`config.mk`:
```
export PLATFORM = sky130hd
export DESIGN_NAME = bpfa_run_scan
export DESIGN_NICKNAME = d
export VERILOG_FILES = /design/src/rtl/bpfa_pkg.sv /design/src/rtl/bpfa_run_scan.sv
export SDC_FILE = /design/constraint.sdc
export NUM_CORES = 2
export LEC_CHECK = 0
export BUFFER_PORTS_ARGS = -buffer_cell sky130_fd_sc_hd__buf_4
export CAP_MARGIN = 20
export CORE_AREA = 2 2 237 239
export DETAILED_ROUTE_END_ITERATION = 7
export DIE_AREA = 0 0 239 241
export PLACE_DENSITY_LB_ADDON = 0.25
export SYNTH_ARGS = -nofsm -noshare
export SYNTH_HDL_FRONTEND = slang
export SYNTH_SLANG_ARGS = --single-unit
```
`constraint.sdc`:
```
create_clock -name vclk -period 6.4
set_clock_uncertainty 0.05 [all_clocks]
set_input_delay 0.64 -clock vclk [all_inputs]
set_output_delay 0.64 -clock vclk [all_outputs]
set_load 0.005 [all_outputs]
```
`src/rtl/bpfa_pkg.sv`:
```
// Package: shared types, codes and constants of the bitmap page-frame allocator.
package bpfa_pkg;

    localparam int FRAMES_DEF     = 4096;
    localparam int PAGE_SHIFT_DEF = 12;
    localparam int WORD_BITS_DEF  = 32;

    localparam int FCW        = 22;
    localparam int CFG_W      = 13;
    localparam int ADDR_W     = 24;
    localparam int SIZE_W     = 25;
    localparam int CFG_RESET  = 4096;

    typedef enum logic [1:0] {
        CMD_ALLOC_ANY = 2'd0,
        CMD_ALLOC_AT  = 2'd1,
        CMD_FREE      = 2'd2,
        CMD_NONE      = 2'd3
    } cmd_t;

    typedef enum logic [1:0] {
        STAT_OK       = 2'd0,
        STAT_NO_ROOM  = 2'd1,
        STAT_USED     = 2'd2,
        STAT_WAS_FREE = 2'd3
    } status_t;

    typedef enum logic [2:0] {
        ST_CLEAR,
        ST_IDLE,
        ST_SEARCH,
        ST_CHECK,
        ST_MARK,
        ST_FREE
    } state_t;

    typedef struct packed {
        logic [1:0]        cmd;
        logic [SIZE_W-1:0] size_bytes;
        logic [ADDR_W-1:0] frame_address;
    } req_t;

    typedef struct packed {
        logic [1:0]        status;
        logic [ADDR_W-1:0] result_address;
    } rsp_t;

endpackage

```
`src/rtl/bpfa_run_scan.sv`:
```
// Free-run evaluation of one bitmap word against the carried run length.
module bpfa_run_scan #(
    parameter int W  = 32,
    parameter int IW = 5
) (
    input  logic [W-1:0]               used,
    input  logic [bpfa_pkg::FCW-1:0]   run_in,
    input  logic [bpfa_pkg::FCW-1:0]   pages,
    output logic                       found,
    output logic [IW-1:0]              idx,
    output logic                       used_before,
    output logic                       has_used,
    output logic [IW-1:0]              last_used,
    output logic [bpfa_pkg::FCW-1:0]   run_out
);

    logic [W-1:0]                   lu_found;
    logic [IW-1:0]                  lu_pos [W];
    logic [bpfa_pkg::FCW-1:0]       run_at [W];
    logic [W-1:0]                   hit;

    always_comb
    begin
        for (int j = 0; j < W; j++)
        begin
            lu_found[j] = 1'b0;
            lu_pos[j]   = '0;
            for (int k = 0; k <= j; k++)
            begin
                if (used[k])
                begin
                    lu_found[j] = 1'b1;
                    lu_pos[j]   = IW'(k);
                end
            end
            if (lu_found[j])
                run_at[j] = bpfa_pkg::FCW'(IW'(j) - lu_pos[j]);
            else
                run_at[j] = run_in + bpfa_pkg::FCW'(j + 1);
            hit[j] = (run_at[j] >= pages);
        end
    end

    always_comb
    begin
        found       = 1'b0;
        idx         = '0;
        used_before = 1'b0;
        for (int j = W - 1; j >= 0; j--)
        begin
            if (hit[j])
            begin
                found       = 1'b1;
                idx         = IW'(j);
                used_before = lu_found[j];
            end
        end
    end

    assign has_used  = lu_found[W-1];
    assign last_used = lu_pos[W-1];
    assign run_out   = run_at[W-1];

endmodule

```
# Yosys cells after proc, flatten, opt, wreduce, memory -nomap -nowiden
# Index checks and enable logic that the tools add are counted.
# word_totals
reg_bits,0
in_bits,76
output_inout_bits,35
word_cells,286
# classes
n_addsub,63
n_lt_le_gt_ge,32
muxes,191
# op_table
operator,n
22-bit >= comparator,32
22-bit two-way mux,32
"22-bit by 5-bit adder with 22-bit output, second input constant",16
5-bit two-way mux,62
"22-bit by 4-bit adder with 22-bit output, second input constant",8
1-bit two-way mux,97
"5-bit by 5-bit subtractor with 6-bit output, first input constant",16
"22-bit by 3-bit adder with 22-bit output, second input constant",4
"4-bit by 5-bit subtractor with 6-bit output, first input constant",8
"22-bit by 2-bit adder with 22-bit output, second input constant",2
"3-bit by 5-bit subtractor with 6-bit output, first input constant",4
"22-bit by 1-bit adder with 22-bit output, second input constant",1
"22-bit by 6-bit adder with 22-bit output, second input constant",1
"2-bit by 5-bit subtractor with 6-bit output, first input constant",2
"1-bit by 5-bit subtractor with 6-bit output, first input constant",1

# Logic depth before layout (Yosys ltp)
# logic_depth
ltp_word,66
mapped_depth,26
mapped_depth_nobuf,24

# Least setup slack after synthesis
# No wires, ideal clock.
# synth_timing
path_kind,input-to-output
from,in used[4]
to,out idx[2]
arrival_time_ps,5135
setup_slack_ps,575
stages,22
n_path_buf,3
path_cell_list,buf_6 > nor4_4 > o21ai_2 > or3_1 > buf_4 > a21boi_2 > inv_1 > ha_1 > a21oi_1 > clkbuf_1 > a21oi_1 > ha_1 > a211oi_1 > nor2_1 > o311ai_0 > o211a_1 > o21ai_0 > or4b_1 > a41oi_1 > o211a_1 > o21ai_0 > and3_1
# synth_via
elab_chain_cells,63
elab_cells_between_ends,172
# synth_lines
element,line_no,rtl
start: declaration,bpfa_run_scan.sv:6,"input logic [W-1:0] used,"
5-bit two-way mux (28 in series),bpfa_run_scan.sv:30,if (used[k])
5-bit by 5-bit subtractor with 6-bit output,bpfa_run_scan.sv:37,run_at[j] = bpfa_pkg::FCW'(IW'(j) - lu_pos[j]);
22-bit two-way mux,bpfa_run_scan.sv:36,if (lu_found[j])
22-bit >= comparator,bpfa_run_scan.sv:40,hit[j] = (run_at[j] >= pages);
5-bit two-way mux (27 in series),bpfa_run_scan.sv:51,if (hit[j])
5-bit two-way mux * (5 in series),bpfa_run_scan.sv:51,
end: declaration,bpfa_run_scan.sv:10,"output logic [IW-1:0] idx,"
# Mark *: on every way between the ends. The rest lies on a longest branch, timed or not.

# Final worst setup path
# layout_timing
from,in run_in[3] in the netlist's numbering
to,out idx[1]
# layout_via
elab_chain_cells,35
elab_cells_between_ends,128
# layout_lines
element,line_no,rtl
start: declaration,bpfa_run_scan.sv:7,"input logic [bpfa_pkg::FCW-1:0] run_in,"
22-bit by 6-bit adder with 22-bit output,bpfa_run_scan.sv:39,run_at[j] = run_in + bpfa_pkg::FCW'(j + 1);
22-bit two-way mux,bpfa_run_scan.sv:36,
22-bit >= comparator,bpfa_run_scan.sv:40,
5-bit two-way mux (31 in series),bpfa_run_scan.sv:51,
5-bit two-way mux *,bpfa_run_scan.sv:51,
# Marked as above.

==> impl_metrics.yaml <==
run_status:
  status: "complete, but fails checks"
  violations: "design-rule violations"
cells_and_area:
  seq_cells: 0
  area_growth_pct: 17.2
  drive_gt1_share_pct: 16.3
  fillers: 5237
  regArea_um2: 0
  utilization_pct: 63.8
  clkbuf_count: 0
  nets: 5624
die:
  core_area_um2: 54900
  ioPinCount: 111
  rows: 86
  start_util_pct: 54.5
  die_w_um: 239
  dieArea_um2: 57600
  die_y_um: 241
sta:
  fin_crit_sh_pct: 99.4
  min_period_ns: 6.36
  slew_violations: 0
  worst_pin_slew_ns: 1.08
  setup_tns_ns: 0
  worst_slack_ns: 0.0383
  hold_viol_final: 0
  max_freq_mhz: 157
  timing.slew.headroom_pct: 27.8
  finalSetupViolCount: 0
placement:
  dpl_worst_slack_ns: -0.404
  io_buffers: 111
  dpl.hpwl_mm: 114
  place_congestion: 1.10
logic_synthesis:
  yosys.area_share.simple_pct: 24.8
  yosysTopAreaCell: "ha_1"
  synth_common_cells: "ha_1 (752), a21oi_1 (588), nor2_1 (563)"
  synth_top_area_share_pct: 31.5
  muxShareOfSynthArea_pct: 0.946
  synth_top_family_by_area: "adder cells"
  synth_adder_area_share_pct: 31.5
  syn_avg_cell_area_um2: 6.74
  synth_cell_types: 86
  synth_compound_area_share_pct: 26.6
  yosysSeqAreaShare_pct: 0
  synthXorXnorAreaFrac_pct: 11.5
  synth_cells: 4438
  yosysWarnings: 0
  post-synth-top-count-cell: "ha_1"
  synthTopCellsByArea: "ha_1 (31%), a21oi_1 (9.8%), xnor2_1 (7.1%), nor2_1 (7.1%), o21ai_0 (5.8%)"
  syn_nets: 5266
  netlist_area_um2: 29900
drt:
  vias_per_cell: 6.79
  drt_wl_total_mm: 149
  wire_per_inst_um: 27.1
  drt-initial-drc-count: 4767
  vias: 37400
  drtAntennaViolNets: 0
  first_pass_iters: 8
  route.detailed.drc: 2
setup_path:
  cp_common_cell: "buf_4"
  required_ns: 5.71
  cp_slowest_stage_delay_ns: 0.74
  arrival_ns: 5.67
  cp_max_fo: 7
  end_kind: "output port"
  crit_slowest_cell: "o21ai_1"
  path_buf_inv: 7
  path_class: "in -> out"
  worstPathCellList: "buf_4, inv_1, buf_4, ha_1, inv_1, o21ai_1, buf_4, nand2_1, xor2_1, nor2_1, ha_1, nand3_1, a21oi_1, a21oi_2, o211ai_1, buf_4, nand2b_1, a31oi_1, o21bai_1, a31oi_2, o31ai_2, buf_4"
  critPathTopFamily: "compound AO/OA/AOI/OAI gates"
  critPathLaunchType: "input port"
global_route:
  grt_pass1_vias: 34300
  grt_pass1_wl_mm: 215
  grt_overflow: 0
  grt_max_degree: 49
  grt_util_all_layers_pct: 49.9
  antenna_found_initial: 7
pwr:
  power.leakage_nw: 16.6
  peakVddDrop_uv: 68.0
  power.density_nw_per_um2: 54.6
  total_power_mw: 1.91
worst_hold_path:
  worstHoldEndpoint: "run_out[0]"
  hold_depth: 3
  min-delay-start: "used[31]"
  hp-class: "in -> out"
clock_network:
  hold_buffers: 0
job:
  max_cap_viol_count: 0
[power breakdown]
group	leakage, nW	switching [mW]	total (mW)	internal (mW)
Clock	0.0000444	0	0.0000000861	0.0000000861
Combinational	16.6	1.21	1.91	0.705
Sequential	0	0	0	0
Total	16.6	1.21	1.91	0.705
[per-layer routing]
layer,vias up,global-route usage (%),wire [µm]
met2,2564,74.3,59900
met3,820,11.6,18900
met1,17100,61.4,55400
met5,-,0,32
met4,4,40.3,14900
li1,16900,-,-
[worst min-delay path, delay by kind of cell]
kind | cells | cell delay (ns)
buffers and inverters | 2 | 0.22
AOI/OAI and AO/OA | 1 | 0.04
[final cells by class]
type	count	area, µm²	area share [%]
multi-input cells	4071	28900	82.5
repair buffers	637	4920	14.0
well taps	704	881	2.51
inverters	86	323	0.922
diodes	7	17.5	0.0500
[layout by cell type, fill, tap and decap left out, drive strengths merged, types with 27 or more instances in the layout]
cell type / instances
xor2: 149
o21ai: 356
ha: 752
nor2b: 55
a21oi: 589
nor3: 63
o21a: 27
a211oi: 43
buf: 637
inv: 85
nor2: 568
nand2: 337
xnor2: 242
a31oi: 30
nand2b: 51
nand4: 92
nand3: 77
a21o: 112
or3: 200
[kinds of logic (layout without fill, tap and decap cells)]
group,Yosys count,after routing
adders and majority gates,752,752
and+or+nand+nor,1549,1549
other,0,7
AOI/OAI and AO/OA,1352,1352
muxes,27,27
buffers and inverters,367,723
xor gates and xnor gates,391,391
[timing repair]
action,CTS,global route
setup endpoints to repair,6,7
cloned,0,1
buffers inserted,2,12
resized for setup,18,78
pin swaps,6,38
[stage by stage]
step,instances,area (µm²),hold WS (ns)
2_1_floorplan,4438,29900,1.26
3_3_place_gp,5482,34500,1.48
3_5_place_dp,5482,34500,1.49
4_1_cts,5484,34600,1.49
5_1_grt,5498,35000,1.51
6_report,5505,35000,1.49
[worst max-delay path by stage]
stage,startpoint,endpoint,slack [ns],cells past startpoint
floorplan,used[4],idx[2],0.57,22
global placement,used[2],used_before,-0.29,29
finish,run_in[3],idx[1],0.04,22
CTS,used[4],used_before,0.002,25
global route,used[2],used_before,-0.06,31
detailed placement,used[2],used_before,-0.40,29
Power figures use the tool's default switching activity.
